<file path="src/rtl/core/uhpl_pkg.sv">
// ----------------------------------------------------------------------------
// uhpl_pkg
// types and constants shared by the url host/port locator
// ----------------------------------------------------------------------------
package uhpl_pkg;

  localparam logic [7:0]  CH_COLON  = 8'h3a;
  localparam logic [7:0]  CH_SLASH  = 8'h2f;
  localparam logic [7:0]  CH_LBRACK = 8'h5b;
  localparam logic [7:0]  CH_RBRACK = 8'h5d;
  localparam logic [7:0]  CH_ZERO   = 8'h30;
  localparam logic [7:0]  CH_NINE   = 8'h39;

  localparam logic [15:0] DEFAULT_PORT_RST = 16'd80;
  localparam logic [15:0] PORT_MAX         = 16'hffff;
  localparam logic [1:0]  SCHEME_SKIP      = 2'd2;
  localparam logic [7:0]  FIELD8_MAX       = 8'hff;

  typedef enum logic [2:0] {
    PH_SCHEME    = 3'd0,
    PH_SKIP      = 3'd1,
    PH_HOSTSTART = 3'd2,
    PH_IPV4      = 3'd3,
    PH_IPV6      = 3'd4,
    PH_AFTER     = 3'd5,
    PH_DONE      = 3'd6
  } phase_e;

  typedef enum logic [1:0] {
    ST_OK       = 2'd0,
    ST_UNCLOSED = 2'd1,
    ST_SCHEME   = 2'd2,
    ST_TOO_LONG = 2'd3
  } status_e;

  typedef struct packed {
    logic [7:0] url_char;
    logic       is_last;
  } char_item_t;

  typedef struct packed {
    logic [7:0]  host_start;
    logic [7:0]  host_length;
    logic [15:0] port_number;
    logic        port_present;
    logic        host_is_ipv6;
    logic [1:0]  parse_status;
  } result_t;

endpackage

</file>
<file path="src/rtl/core/uhpl_stream_if.sv">
// ----------------------------------------------------------------------------
// uhpl_stream_if
// valid/ready channel carrying one payload per transfer
// ----------------------------------------------------------------------------
interface uhpl_stream_if #(
  parameter type T = logic
);
  logic valid;
  logic ready;
  T     data;

  modport source (output valid, output data, input ready);
  modport sink   (input valid, input data, output ready);
endinterface

</file>
<file path="src/rtl/core/uhpl_parser.sv">
// ----------------------------------------------------------------------------
// uhpl_parser
// per-character phase machine, host span tracking and port accumulator
// ----------------------------------------------------------------------------
module uhpl_parser #(
  parameter int unsigned MAX_URL_LEN = 256
) (
  input  logic                     clk_i,
  input  logic                     rst_ni,
  input  logic                     step_i,
  input  uhpl_pkg::char_item_t     item_i,
  input  logic [15:0]              default_port_i,
  output uhpl_pkg::result_t        result_o
);
  import uhpl_pkg::*;

  localparam int unsigned IDX_W = $clog2(MAX_URL_LEN + 1);
  localparam logic [IDX_W-1:0] IDX_LIMIT = IDX_W'(MAX_URL_LEN);

  phase_e           phase_q, phase_d;
  logic [IDX_W-1:0] idx_q, idx_d;
  logic [1:0]       skip_q, skip_d;
  logic [IDX_W-1:0] begin_q, begin_d;
  logic [IDX_W-1:0] len_q, len_d;
  logic [15:0]      acc_q, acc_d;
  logic             seen_q, seen_d;
  logic             ended_q, ended_d;
  logic             ovf_q, ovf_d;
  logic             v6_q, v6_d;

  logic [7:0]       c;
  logic             is_colon, is_slash, is_digit;
  logic [3:0]       digit;
  logic [19:0]      acc10;
  logic [15:0]      acc_sat;
  logic             in_range;
  logic             v4_act;
  logic             port_act;
  logic [IDX_W-1:0] hb;
  logic [IDX_W-1:0] idx_inc;
  logic             scheme_bad, unclosed, port_hit;

  assign c        = item_i.url_char;
  assign is_colon = (c == CH_COLON);
  assign is_slash = (c == CH_SLASH);
  assign is_digit = (c >= CH_ZERO) && (c <= CH_NINE);
  assign digit    = 4'(c - CH_ZERO);
  assign acc10    = ({4'b0, acc_q} << 3) + ({4'b0, acc_q} << 1) + 20'(digit);
  assign acc_sat  = (acc10 > 20'(PORT_MAX)) ? PORT_MAX : acc10[15:0];
  assign in_range = (idx_q < IDX_LIMIT);
  assign idx_inc  = idx_q + IDX_W'(1);
  assign hb       = (phase_q == PH_HOSTSTART) ? idx_q : begin_q;
  assign v4_act   = (phase_q == PH_IPV4) ||
                    ((phase_q == PH_HOSTSTART) && (c != CH_LBRACK));

  // phase transitions
  always_comb begin
    phase_d = phase_q;
    if (in_range) begin
      unique case (phase_q)
        PH_SCHEME: begin
          if (is_colon) phase_d = PH_SKIP;
        end
        PH_SKIP: begin
          if (skip_q == 2'd1) phase_d = PH_HOSTSTART;
        end
        PH_HOSTSTART: begin
          if (c == CH_LBRACK) phase_d = PH_IPV6;
          else if (is_slash) phase_d = PH_DONE;
          else phase_d = PH_IPV4;
        end
        PH_IPV4: begin
          if (is_slash) phase_d = PH_DONE;
        end
        PH_IPV6: begin
          if (c == CH_RBRACK) phase_d = PH_AFTER;
        end
        PH_AFTER: begin
          if (is_slash) phase_d = PH_DONE;
        end
        PH_DONE: phase_d = PH_DONE;
        default: phase_d = phase_q;
      endcase
    end
  end

  // host span and port datapath
  always_comb begin
    idx_d    = idx_q;
    skip_d   = skip_q;
    begin_d  = begin_q;
    len_d    = len_q;
    v6_d     = v6_q;
    ovf_d    = ovf_q;
    port_act = 1'b0;
    if (!in_range) begin
      ovf_d = 1'b1;
    end else begin
      idx_d = idx_inc;
      if (phase_q == PH_SCHEME && is_colon) skip_d = SCHEME_SKIP;
      if (phase_q == PH_SKIP) begin
        skip_d = skip_q - 2'd1;
        if (skip_q == 2'd1) begin
          begin_d = idx_inc;
          len_d   = '0;
        end
      end
      if (phase_q == PH_HOSTSTART) begin
        if (c == CH_LBRACK) begin
          v6_d    = 1'b1;
          begin_d = idx_inc;
          len_d   = '0;
        end else begin
          begin_d = idx_q;
        end
      end
      if (v4_act) begin
        if (is_slash) begin
          if (!seen_q) len_d = idx_q - hb;
        end else if (is_colon) begin
          len_d    = idx_q - hb;
          port_act = 1'b1;
        end else if (!seen_q) begin
          len_d = idx_inc - hb;
        end else begin
          port_act = 1'b1;
        end
      end
      if (phase_q == PH_IPV6 && c != CH_RBRACK) len_d = idx_inc - begin_q;
      if (phase_q == PH_AFTER && !is_slash) port_act = 1'b1;
    end
  end

  // port digits after the last colon
  always_comb begin
    acc_d   = acc_q;
    seen_d  = seen_q;
    ended_d = ended_q;
    if (port_act) begin
      if (is_colon) begin
        seen_d  = 1'b1;
        acc_d   = '0;
        ended_d = 1'b0;
      end else if (seen_q && !ended_q) begin
        if (is_digit) acc_d = acc_sat;
        else ended_d = 1'b1;
      end
    end
  end

  // result fields from the state after this character
  always_comb begin
    scheme_bad = (phase_d == PH_SCHEME) || (phase_d == PH_SKIP);
    unclosed   = (phase_d == PH_IPV6);
    port_hit   = seen_d && !unclosed;
    if (ovf_d) result_o.parse_status = ST_TOO_LONG;
    else if (scheme_bad) result_o.parse_status = ST_SCHEME;
    else if (unclosed) result_o.parse_status = ST_UNCLOSED;
    else result_o.parse_status = ST_OK;
    if (scheme_bad) begin
      result_o.host_start   = '0;
      result_o.host_length  = '0;
      result_o.port_number  = default_port_i;
      result_o.port_present = 1'b0;
      result_o.host_is_ipv6 = 1'b0;
    end else begin
      result_o.host_start   = (32'(begin_d) > 32'(FIELD8_MAX)) ? FIELD8_MAX : 8'(begin_d);
      result_o.host_length  = (32'(len_d) > 32'(FIELD8_MAX)) ? FIELD8_MAX : 8'(len_d);
      result_o.port_number  = port_hit ? acc_d : default_port_i;
      result_o.port_present = port_hit;
      result_o.host_is_ipv6 = v6_d;
    end
  end

  always_ff @(posedge clk_i or negedge rst_ni) begin
    if (!rst_ni) begin
      phase_q <= PH_SCHEME;
      idx_q   <= '0;
      skip_q  <= '0;
      begin_q <= '0;
      len_q   <= '0;
      acc_q   <= '0;
      seen_q  <= 1'b0;
      ended_q <= 1'b0;
      ovf_q   <= 1'b0;
      v6_q    <= 1'b0;
    end else if (step_i && item_i.is_last) begin
      phase_q <= PH_SCHEME;
      idx_q   <= '0;
      skip_q  <= '0;
      begin_q <= '0;
      len_q   <= '0;
      acc_q   <= '0;
      seen_q  <= 1'b0;
      ended_q <= 1'b0;
      ovf_q   <= 1'b0;
      v6_q    <= 1'b0;
    end else if (step_i) begin
      phase_q <= phase_d;
      idx_q   <= idx_d;
      skip_q  <= skip_d;
      begin_q <= begin_d;
      len_q   <= len_d;
      acc_q   <= acc_d;
      seen_q  <= seen_d;
      ended_q <= ended_d;
      ovf_q   <= ovf_d;
      v6_q    <= v6_d;
    end
  end

`ifndef SYNTHESIS
  a_idx_bound: assert property (@(posedge clk_i) disable iff (!rst_ni)
    idx_q <= IDX_LIMIT)
    else $error("character index beyond limit");
  a_clear_after_last: assert property (@(posedge clk_i) disable iff (!rst_ni)
    step_i && item_i.is_last |=> phase_q == PH_SCHEME && idx_q == '0 && !ovf_q)
    else $error("state not cleared after last character");
  a_begin_le_idx: assert property (@(posedge clk_i) disable iff (!rst_ni)
    (phase_q == PH_IPV4 || phase_q == PH_IPV6 || phase_q == PH_AFTER) |-> begin_q <= idx_q)
    else $error("host start ahead of character index");
  a_ovf_at_limit: assert property (@(posedge clk_i) disable iff (!rst_ni)
    ovf_q |-> idx_q == IDX_LIMIT)
    else $error("overflow flagged below limit");
`endif

endmodule

</file>
<file path="src/rtl/core/url_host_port_locator_top.sv">
// One URL character is taken per transfer on char_i, with is_last marking the
// final byte; the block accepts a character every cycle unless a last character
// waits in the input register behind an untaken result, and delivers one result
// on res_o via the input register and then the result register. The rate is
// set by the parser state, updated once per character; a result waiting in the
// result register does not hold off input unless a second last character
// reaches the parser before the first result is taken. default_port is
// written through cfg_i and should only change between URLs.
// ----------------------------------------------------------------------------
// url_host_port_locator_top
// streaming url authority parser returning host span, port and status
// ----------------------------------------------------------------------------
module url_host_port_locator_top #(
  parameter int unsigned MAX_URL_LEN = 256
) (
  input  logic          clk_i,
  input  logic          rst_ni,
  uhpl_stream_if.sink   char_i,
  uhpl_stream_if.source res_o,
  uhpl_stream_if.sink   cfg_i
);
  import uhpl_pkg::*;

  logic        s1_valid_q, s1_valid_d;
  char_item_t  s1_item_q;
  logic        out_valid_q, out_valid_d;
  result_t     out_data_q;
  logic [15:0] default_port_q;
  result_t     result;
  logic        out_free;
  logic        s1_adv;
  logic        in_xfer;

  assign out_free     = !out_valid_q || res_o.ready;
  assign s1_adv       = s1_valid_q && (!s1_item_q.is_last || out_free);
  assign char_i.ready = !s1_valid_q || s1_adv;
  assign in_xfer      = char_i.valid && char_i.ready;
  assign cfg_i.ready  = 1'b1;
  assign res_o.valid  = out_valid_q;
  assign res_o.data   = out_data_q;

  always_comb begin
    s1_valid_d = s1_valid_q;
    if (in_xfer) s1_valid_d = 1'b1;
    else if (s1_adv) s1_valid_d = 1'b0;
  end

  always_comb begin
    out_valid_d = out_valid_q;
    if (s1_adv && s1_item_q.is_last) out_valid_d = 1'b1;
    else if (res_o.ready) out_valid_d = 1'b0;
  end

  uhpl_parser #(
    .MAX_URL_LEN(MAX_URL_LEN)
  ) u_parser (
    .clk_i         (clk_i),
    .rst_ni        (rst_ni),
    .step_i        (s1_adv),
    .item_i        (s1_item_q),
    .default_port_i(default_port_q),
    .result_o      (result)
  );

  always_ff @(posedge clk_i or negedge rst_ni) begin
    if (!rst_ni) begin
      s1_valid_q     <= 1'b0;
      out_valid_q    <= 1'b0;
      default_port_q <= DEFAULT_PORT_RST;
    end else begin
      s1_valid_q  <= s1_valid_d;
      out_valid_q <= out_valid_d;
      if (cfg_i.valid) default_port_q <= cfg_i.data;
    end
  end

  // payload registers
  always_ff @(posedge clk_i) begin
    if (in_xfer) s1_item_q <= char_i.data;
    if (s1_adv && s1_item_q.is_last) out_data_q <= result;
  end

`ifndef SYNTHESIS
  a_s1_hold: assert property (@(posedge clk_i) disable iff (!rst_ni)
    s1_valid_q && !s1_adv |=> s1_valid_q && $stable(s1_item_q))
    else $error("input register lost a stalled character");
  a_out_source: assert property (@(posedge clk_i) disable iff (!rst_ni)
    $rose(out_valid_q) |-> $past(s1_adv && s1_item_q.is_last))
    else $error("result appeared without a last character");
  a_out_load: assert property (@(posedge clk_i) disable iff (!rst_ni)
    s1_adv && s1_item_q.is_last |=> out_valid_q)
    else $error("last character produced no result");
`endif

endmodule
</file>
<file path="src/flat_wrapper.sv">
// flat-port wrapper written by rule: the top's interface ports become plain ports
module url_host_port_locator_top_flat import uhpl_pkg::*;
#(
  parameter int unsigned MAX_URL_LEN = 256
)
  (clk_i, rst_ni, char_i_valid, char_i_data, char_i_ready, res_o_valid, res_o_data, res_o_ready, cfg_i_valid, cfg_i_data, cfg_i_ready);
  uhpl_stream_if char_i_i ();
  uhpl_stream_if res_o_i ();
  uhpl_stream_if cfg_i_i ();
  input  logic clk_i;
  input  logic rst_ni;
  input wire logic [$bits(char_i_i.valid)-1:0] char_i_valid;
  input wire logic [$bits(char_i_i.data)-1:0] char_i_data;
  output wire logic [$bits(char_i_i.ready)-1:0] char_i_ready;
  output wire logic [$bits(res_o_i.valid)-1:0] res_o_valid;
  output wire logic [$bits(res_o_i.data)-1:0] res_o_data;
  input wire logic [$bits(res_o_i.ready)-1:0] res_o_ready;
  input wire logic [$bits(cfg_i_i.valid)-1:0] cfg_i_valid;
  input wire logic [$bits(cfg_i_i.data)-1:0] cfg_i_data;
  output wire logic [$bits(cfg_i_i.ready)-1:0] cfg_i_ready;
  assign char_i_i.valid = char_i_valid;
  assign char_i_i.data = char_i_data;
  assign char_i_ready = char_i_i.ready;
  assign res_o_valid = res_o_i.valid;
  assign res_o_data = res_o_i.data;
  assign res_o_i.ready = res_o_ready;
  assign cfg_i_i.valid = cfg_i_valid;
  assign cfg_i_i.data = cfg_i_data;
  assign cfg_i_ready = cfg_i_i.ready;
  url_host_port_locator_top #(.MAX_URL_LEN(MAX_URL_LEN)) u_core (.clk_i(clk_i), .rst_ni(rst_ni), .char_i(char_i_i), .res_o(res_o_i), .cfg_i(cfg_i_i));
endmodule
</file>
<file path="config.mk">
export PLATFORM = sky130hd
export DESIGN_NAME = url_host_port_locator_top_flat
export DESIGN_NICKNAME = d
export VERILOG_FILES = /design/src/rtl/core/uhpl_pkg.sv /design/src/rtl/core/uhpl_stream_if.sv /design/src/rtl/core/uhpl_parser.sv /design/src/rtl/core/url_host_port_locator_top.sv /design/src/flat_wrapper.sv
export SDC_FILE = /design/constraint.sdc
export NUM_CORES = 1
export LEC_CHECK = 0
export ABC_AREA = 1
export BUFFER_PORTS_ARGS = -buffer_cell sky130_fd_sc_hd__clkbuf_2
export CORE_MARGIN = 8
export CORE_UTILIZATION = 53
export CTS_BUF_LIST = sky130_fd_sc_hd__clkbuf_16
export CTS_CLUSTER_DIAMETER = 200
export DETAILED_ROUTE_END_ITERATION = 16
export PLACE_DENSITY = 0.73
export SLEW_MARGIN = 20
export SYNTH_ARGS = -nofsm -noshare
export SYNTH_HDL_FRONTEND = slang
export SYNTH_SLANG_ARGS = --single-unit
</file>
<file path="constraint.sdc">
create_clock -name clk_i -period 2.3 [get_ports clk_i]
set_input_delay 0.46 -clock clk_i [delete_from_list [all_inputs] [get_ports clk_i]]
set_output_delay 0.46 -clock clk_i [all_outputs]
set_load 0.01 [all_outputs]
</file>
==> Word-level counts from Yosys, hierarchy flattened <==
Index checks and enable logic that the tools add are counted.
{ "op_classes": {"add_sub_neg": 2, "n_lt_le_gt_ge": 1, "n_mux": 21, "eq_ne": 6, "reduce_logical": 18} }
{ "op_table": {"columns": ["operator", "count"], "rows": [
  ["9-bit two-way mux", 3],
  ["3-bit two-way mux", 4],
  ["9-bit by 1-bit adder with 9-bit output, second input constant", 1],
  ["9-bit < comparator, second input constant", 1],
  ["1-bit two-way mux", 9],
  ["3-bit case mux with 3 select lines", 1],
  ["2-bit two-way mux", 4],
  ["2-bit nonzero test", 4],
  ["3-bit by 1-bit equality test with 1-bit output, second input constant", 2],
  ["3-bit equality test, second input constant", 2],
  ["1-bit logical OR", 4],
  ["3-bit by 2-bit equality test with 1-bit output, second input constant", 1],
  ["1-bit logical AND", 3],
  ["1-bit logical NOT", 3],
  ["3-bit logical NOT", 1],
  ["3-bit AND reduction", 1],
  ["3-bit nonzero test", 1],
  ["2-bit by 1-bit equality test with 1-bit output, second input constant", 1],
  ["2-bit AND reduction", 1],
  ["2-bit by 1-bit subtractor with 2-bit output, second input constant", 1]
]} }
{ "word_totals": {"inputBits": 7, "out_inout_bits": 4, "elab_cells": 56, "ff_bits": 19} }

==> Logic depth before layout (Yosys ltp) <==
Gate-level depths: netlist of the first run.
{ "depth": {"word_depth": 7, "ltp_mapped": 8, "mapped_depth_nobuf": 8} }

==> Hierarchy <==
From an unflattened synthesis of the first run, not the netlist that was laid out.
{ "unflattened": {"cells_unflattened": 1178, "area_unflattened_um2": 6954.2} }
{ "modules_own_cells": {"columns": ["module", "n_inst", "area_each_um2", "cells_per_inst", "seq_area_each_um2"], "rows": [
  ["uhpl_parser", 1, 6697.7, 1151, 1301.2],
  ["url_host_port_locator_top", 1, 256.5, 27, 161.4]
]} }

==> Least setup slack after synthesis of the first run <==
OpenSTA, ideal clock, no wires.
{ "synth_timing": {"kind": "in2reg", "from": "input port res_o_ready", "to": "register u_core.out_data_q, in the netlist u_core.res_o.data, enable pin", "arrival_time_ns": 0.884, "setup_slack_ns": 1.122, "path_buffers": 1, "required_time_ns": 2.005, "cell_stages": 5, "setup_ns": 0.295, "cell_sequence": "inv_1 > nand2_1 > nand3_1 > clkbuf_8 > inv_2"} }
{ "synth_between": {"elab_chain_len": 4} }
{ "synth_lines": {"columns": ["item", "line_no", "text"], "rows": [
  ["start: declaration", "flat_wrapper.sv:17", "input wire logic [$bits(res_o_i.ready)-1:0] res_o_ready;"],
  ["1-bit logical OR", "url_host_port_locator_top.sv:34", "assign out_free = !out_valid_q || res_o.ready;"],
  ["1-bit logical OR", "url_host_port_locator_top.sv:35", "assign s1_adv = s1_valid_q && (!s1_item_q.is_last || out_free);"],
  ["1-bit logical AND", "url_host_port_locator_top.sv:35", null],
  ["1-bit logical AND", "url_host_port_locator_top.sv:80", "if (s1_adv && s1_item_q.is_last) out_data_q <= result;"],
  ["end signal: assignment", "url_host_port_locator_top.sv:80", null],
  ["end: declaration", "url_host_port_locator_top.sv:27", "result_t out_data_q;"]
]} }
Every way passes these cells.
A chain may end at the register's enable or synchronous reset.

==> Final worst setup path of the first run <==
{ "layout_timing": {"from": "register u_core.s1_item_q[0] (netlist name)", "to": "output port char_i_ready"} }
{ "layout_between": {"elab_chain_len": 4} }
{ "layout_lines": {"columns": ["item", "line_no", "text"], "rows": [
  ["start: declaration", "url_host_port_locator_top.sv:25", "char_item_t s1_item_q;"],
  ["start signal: assignment", "url_host_port_locator_top.sv:79", "if (in_xfer) s1_item_q <= char_i.data;"],
  ["1-bit logical NOT", "url_host_port_locator_top.sv:35", null],
  ["1-bit logical OR", "url_host_port_locator_top.sv:35", null],
  ["1-bit logical AND", "url_host_port_locator_top.sv:35", null],
  ["1-bit logical OR", "url_host_port_locator_top.sv:36", "assign char_i.ready = !s1_valid_q || s1_adv;"],
  ["end: declaration", "flat_wrapper.sv:14", "output wire logic [$bits(char_i_i.ready)-1:0] char_i_ready;"]
]} }
Every way passes these cells.

==> metrics.txt, run 1 <==
placed cell area=1027 um2; Core ar.=1745 um2; IO buf count=7; Hold Fails Final Rpt=0; # nets final=142; max_cap viols=0; #FFs+latches synth=19; reg2reg end=u_core.u_parser.skip_q[0]; Tcrit/Tclk final=62.37%; TritonCTS Buffers=3; drc violations=0; post-cts sizing count=0; area leader, netlist=dfrtp_1; antenna cells=0; FF-to-FF path depth=5; clk buf depth=2; hold_buf cts=0; syn nets=132; required time of the critical path=1.84 ns; vias per cell=4.987; HP Class=in -> async; Crit Reg-Reg Startpoint=u_core.s1_item_q[0]; Fillers=156; area grow syn2layout=12.18%; Die W=59.13 um; Ys Warns=0; unrepaired setup endpoints after global routing=no; multi-input logic area=415.4 um2; Worst setup EP type=output port; status=finished clean; Switching Share=27.11%; DRT Wirelength=1896 um; detailed placer's ending HPWL=1305 um; Setup TNS=0 ns; GPL Wtd Cong=0.8232; Die Y-Extent=59.13 um; Clock Power Share=39.0%; GRT Total Usage=12.08%; Post-CTS Repair Setup Buffers=0; Lkg Pwr=0.5658 nW; synth top area cells=dfrtp_1 43%, nand2_1 15%, edfxtp_1 6.1%, nand3_1 5.6%, inv_1 4.6%; Final ANT Viol Nets=0; Cell Int Power=0.0006585 W; Comb power frac=14.7%; drt wl/cell=12.08 um; Pwr per Cell Area=816.8 nW/um2; final instance area=1106 um2; First-pass DRT Iterations=4; drt initial violations=26; Clock Latency Late Sink=0.25 ns; Max Slew Vio Count=0; Synth Instances=123; syn avg cell area=8.016 um2; count of cell types in the netlist=22; global route overflow=0; Sequential Area=485.5 um2; vias in the first global route=784; CTS root buf=clkbuf_16; CP startpoint kind=flop; register share of total power=46.3%; Starting Density=56.49%; TritonCTS clock tree=built; die area=3496 um2; busiest grt layer=met2; area share of the largest cell type after synthesis=43.15%; sw power=0.0002449 W; first-pass GRT wire length=3291 um; post-synthesis sequential area ratio=49.24%; Clock Skew=0.001511 ns; cell row count=15; R2R Setup Slk=1.01 ns; Final min period=1.435 ns; Peak VDD IR=0.5145 mV; Mapped Area=985.9 um2; Max Freq=697.1 MHz; CTS clk-pin slew, worst paths=0.05 ns; Vias=783; Crit path arrival time=0.97 ns; pin count of the biggest net entering global routing=18; H-tree depth=1; grt met3 use=3.037%; initial antenna violation count=0; IO Count=11; worst-path maximum fanout=4; Clock Sinks=19; grt met1 use=15.44%; layout cells sized above 1=13.64%; routing usage on met2=17.76%; post-layout util=63.37%; kind of critical path=reg -> out; endpoints failing setup=0
-- Yosys cell counts (all sizes together) --
cell type	instances
xor2	3
nor2	12
clkbuf	1
a21oi	2
o21bai	1
dfrtp	17
o21ai	7
conb	1
nand4	2
edfxtp	2
nor3	3
buf	2
ha	2
nand2	42
inv	14
nand3	12
-- sequential cells by signal (all words and copies together), names as in the netlist --
name and count:
u_core.u_parser.idx_q 9, u_core.u_parser.phase_q 3, u_core.u_parser.skip_q 2, u_core.res_o.data 1, u_core.res_o.valid 1, u_core.s1_item_q 1
u_core.s1_valid_q 1, u_core.u_parser.ovf_q 1
-- routing by layer --
layer	wire length, um	share of wire (%)	vias up
met3	74	3.9	4
met4	31	1.6	0
met2	848	45	18
met1	942	50	355
met5	0	0	-
li1	-	-	406
-- cell families (layout without fill, tap and decap cells) --
group,count (synthesis),count (layout),synth area share [%]
AND/OR/NAND/NOR,71,71,30.46
flip-flops,19,19,49.24
buffers and inverters,17,26,8.629
AO/OA/AOI/OAI,10,10,6.092
XOR/XNOR,3,3,2.665
adder cells (fa/ha/maj),2,2,2.538
other,1,1,0.3803
-- cell usage in the layout, fill, tap and decap left out --
master / Yosys / final
nand2_1: 40 / 40
dfrtp_1: 17 / 17
inv_1: 12 / 13
nor2_1: 12 / 12
nand3_1: 11 / 11
clkbuf_2: 0 / 7
o21ai_0: 4 / 4
nor3_1: 3 / 3
xor2_1: 3 / 3
clkbuf_16: 0 / 3
inv_2: 2 / 2
nand4_1: 2 / 2
nand2_2: 2 / 2
a21oi_1: 2 / 2
o21ai_2: 2 / 2
ha_1: 2 / 2
edfxtp_1: 2 / 2
nand3_2: 1 / 1
o21bai_1: 1 / 1
o21ai_1: 1 / 1
conb_1: 1 / 1
buf_4: 1 / 1
-- area by class of cell --
cell class / instances / share of cell area (%)
Sequential cell: 19 / 43.89
Multi-Input combinational cell: 87 / 37.56
Clock buffer: 3 / 6.787
Inverter: 14 / 4.751
Timing Repair Buffer: 8 / 3.846
Tap cell: 25 / 2.828
Clock inverter: 1 / 0.3394
-- power groups by stage --
stage	Combinational [W]	Clock, W	Sequential [W]
after CTS	0.000133	0.000359	0.000416
after floorplan	0.0000985	0	0.000417
final	0.000133	0.000352	0.000418
after detailed placement	0.000126	0	0.000423
after global placement	0.000119	0	0.000421
after global routing	0.000156	0.000368	0.000425
-- worst max-delay path by stage --
stage | start | to | depth (start not counted)
2_1_floorplan | res_o_ready | u_core.res_o.data | 5
3_3_place_gp | res_o_ready | u_core.u_parser.idx_q[4] | 9
3_5_place_dp | res_o_ready | u_core.u_parser.idx_q[4] | 9
4_1_cts | u_core.s1_item_q[0] | char_i_ready | 2
5_1_grt | u_core.s1_item_q[0] | char_i_ready | 2
6_report | u_core.s1_item_q[0] | char_i_ready | 2
-- per-stage QoR --
stage | hold slack (ns) | worst slack (ns) | instances | power [W]
global placement | 0.4158 | 0.8953 | 153 | 0.0005403
detailed placement | 0.4248 | 0.8532 | 153 | 0.0005488
global route | 0.1766 | 0.8110 | 157 | 0.0009486
floorplan | 0.1644 | 1.122 | 123 | 0.0005155
CTS | 0.1525 | 0.8601 | 157 | 0.0009081
finish | 0.1405 | 0.8655 | 157 | 0.0009035
-- worst max-delay path, stage by stage (launching register included) --
cell and delay [ns]:
edfxtp_1 0.42, nand4_1 0.15, clkbuf_2 0.15
Power figures use the tool's default switching activity.
==> run 2: changes to the inputs <==
--- a/config.mk
+++ b/config.mk
@@ -8,11 +8,11 @@
 export ABC_AREA = 1
 export BUFFER_PORTS_ARGS = -buffer_cell sky130_fd_sc_hd__clkbuf_2
 export CORE_MARGIN = 8
-export CORE_UTILIZATION = 53
+export CORE_UTILIZATION = 50
 export CTS_BUF_LIST = sky130_fd_sc_hd__clkbuf_16
 export CTS_CLUSTER_DIAMETER = 200
 export DETAILED_ROUTE_END_ITERATION = 16
-export PLACE_DENSITY = 0.73
+export PLACE_DENSITY = 0.72
 export SLEW_MARGIN = 20
 export SYNTH_ARGS = -nofsm -noshare
 export SYNTH_HDL_FRONTEND = slang
==> constraint.sdc (replaced) <==
create_clock -name clk_i -period 1.2 [get_ports clk_i]
set_input_delay 0.24 -clock clk_i [delete_from_list [all_inputs] [get_ports clk_i]]
set_output_delay 0.24 -clock clk_i [all_outputs]
set_load 0.01 [all_outputs]
==> metrics.txt, run 2 (same netlist as run 1, synthesis figures left out) <==
required time of the critical path=0.96 ns (was 1.84 ns); most frequent cells in the layout=39 x nand2_1, 16 x dfrtp_1, 13 x inv_1, 12 x nor2_1, 10 x nand3_1 (was 40 x nand2_1, 17 x dfrtp_1, 13 x inv_1, 12 x nor2_1, 11 x nand3_1); Lkg Pwr=0.6012 nW (was 0.5658 nW); drt wl/cell=11.85 um (was 12.08 um); biggest regs=u_core.u_parser.idx_q (9), u_core.u_parser.phase_q (3), u_core.u_parser.skip_q (2) (unchanged); kind of critical path=reg -> out (unchanged); first-pass GRT wire length=3381 um (was 3291 um); endpoints failing setup=1 (was 0); unrepaired setup endpoints after global routing=yes (was no); Pwr per Cell Area=1506 nW/um2 (was 816.8 nW/um2); crit path buf inv count=1 (unchanged); H-tree depth=1 (unchanged); failing checks=negative setup slack; status=finished, violations left (was finished clean); GRT Total Usage=12.40% (was 12.08%); Starting Density=51.84% (was 56.49%); area grow syn2layout=20.56% (was 12.18%); First-pass DRT Iterations=4 (unchanged); placed cell area=1060 um2 (was 1027 um2); worst hold stages=1; Clock Latency Late Sink=0.25 ns (about the same); largest reg by FF count=u_core.u_parser.idx_q (unchanged); TritonCTS Buffers=3 (unchanged); Max Freq=825.2 MHz; pre-CTS setup slack=-0.02106 ns (was 0.8532 ns); DRT Wirelength=1955 um (was 1896 um); initial antenna violation count=0 (unchanged); Slowest Stage Delay on Critical Path=0.41 ns (was 0.42 ns); GPL Wtd Cong=0.8029 (was 0.8232); final instance area=1189 um2 (was 1106 um2); max FFs per register=9 (unchanged); FF-to-FF path depth=7 (was 5); detailed placer's ending HPWL=1380 um (was 1305 um); commonest non-fill, non-tap cell in the layout=nand2_1 (unchanged); Max Slew Vio Count=0 (unchanged); die area=3649 um2 (was 3496 um2); Clock Sinks=19 (unchanged); CTS clk-pin slew, worst paths=0.05 ns (about the same); # nets final=148 (was 142); Die Y-Extent=60.41 um (was 59.13 um); Core ar.=1902 um2 (was 1745 um2); crit-path cells=nand4_1 -> clkbuf_2 (unchanged); drt initial violations=18 (was 26); HP Class=in -> reg (was in -> async); grt met3 use=3.814% (was 3.037%); IO Count=11 (unchanged); vias in the first global route=804 (was 784); Peak VDD IR=1.264 mV (was 0.5145 mV); routing usage on met2=21.04% (was 17.76%); post-route setup slack=-0.01185 ns (was 0.8655 ns); CTS root buf=clkbuf_16 (unchanged); post-layout util=62.50% (was 63.37%); global route overflow=0 (unchanged); Final ANT Viol Nets=0 (unchanged); Worst setup EP type=output port (unchanged); Hold Fails Final Rpt=0 (unchanged); CP max stage cell=edfxtp_1 (unchanged); Tcrit/Tclk final=101.0%; CP Depth=2 (unchanged); Vias=834 (was 783); Min Hold Slack=0.1668 ns (was 0.1405 ns); antenna cells=0 (unchanged); TritonCTS clock tree=built (unchanged); R2R Setup Slk=0.01 ns (was 1.01 ns); Clock Skew=0.002915 ns (was 0.001511 ns); grt met1 use=13.19% (was 15.44%); drc violations=0 (unchanged); CP startpoint kind=flop (unchanged); cell row count=16 (was 15); Crit path arrival time=0.97 ns (about the same); clk buf depth=2 (unchanged); worst-path maximum fanout=3 (was 4); busiest grt layer=met2 (unchanged); pin count of the biggest net entering global routing=18 (unchanged); CP delay by family, top=flip-flops (unchanged); vias per cell=5.055 (was 4.987); layout cells sized above 1=18.84% (was 13.64%); Final min period=1.212 ns; IO buf count=7 (unchanged); Die W=60.41 um (was 59.13 um); max_cap viols=0 (unchanged)
run 2: cell type report:
type / count / area, um2
clock buffers: 3 / 75.07
fillers: 163 / 713.2
multi-input cells: 87 / 436.7
flip-flops and latches: 19 / 486.7
clock inverters: 1 / 3.754
repair buffers: 14 / 97.59
well taps: 27 / 33.78
inverters: 14 / 55.05
run 2: layer usage:
| metal | part of all wire (%) | vias up |
|---|---|---|
| met1 | 44 | 386 |
| met5 | 0 | - |
| met3 | 4.9 | 7 |
| li1 | - | 420 |
| met2 | 48 | 21 |
| met4 | 3.2 | 0 |
run 2: worst reg2reg max path: cells and delay by family, from the launching register on:
kind	cells	cell delay, ns
simple gates	5	0.44
flops	1	0.41
buf+inv	2	0.24
run 2: final timing paths:
path / start / end
max: u_core.s1_item_q[0] / char_i_ready
min: char_i_data / u_core.s1_item_q[0]
min in group asynchronous: rst_ni / u_core.u_parser.idx_q[1]
max in group asynchronous: rst_ni / u_core.u_parser.idx_q[2]
max reg2reg: u_core.s1_item_q[0] / u_core.u_parser.idx_q[4]
min reg2reg: u_core.u_parser.skip_q[1] / u_core.u_parser.skip_q[1]
run 2: what timing repair did:
item	in CTS	in global routing
hold buffers	1	0
pin swaps	1	1
hold endpoints to repair	17	0
resized for setup	2	7
cloned	0	0
setup endpoints to repair	6	15
buffers inserted	0	1
run 2: power by group:
group          internal [W]  switching, W  leakage, nW
clock network      0.000443      0.000224       0.0423
logic              0.000136      0.000188        0.311
registers          0.000727     0.0000716        0.248
run 2: metrics by stage:
step                cells  TNS (ns)   power, W
global route          165   -0.5236   0.001872
floorplan             123         0  0.0009880
CTS                   164  -0.03430   0.001787
global placement      159         0   0.001065
finish                165  -0.01185   0.001790
detailed placement    159  -0.04723   0.001085
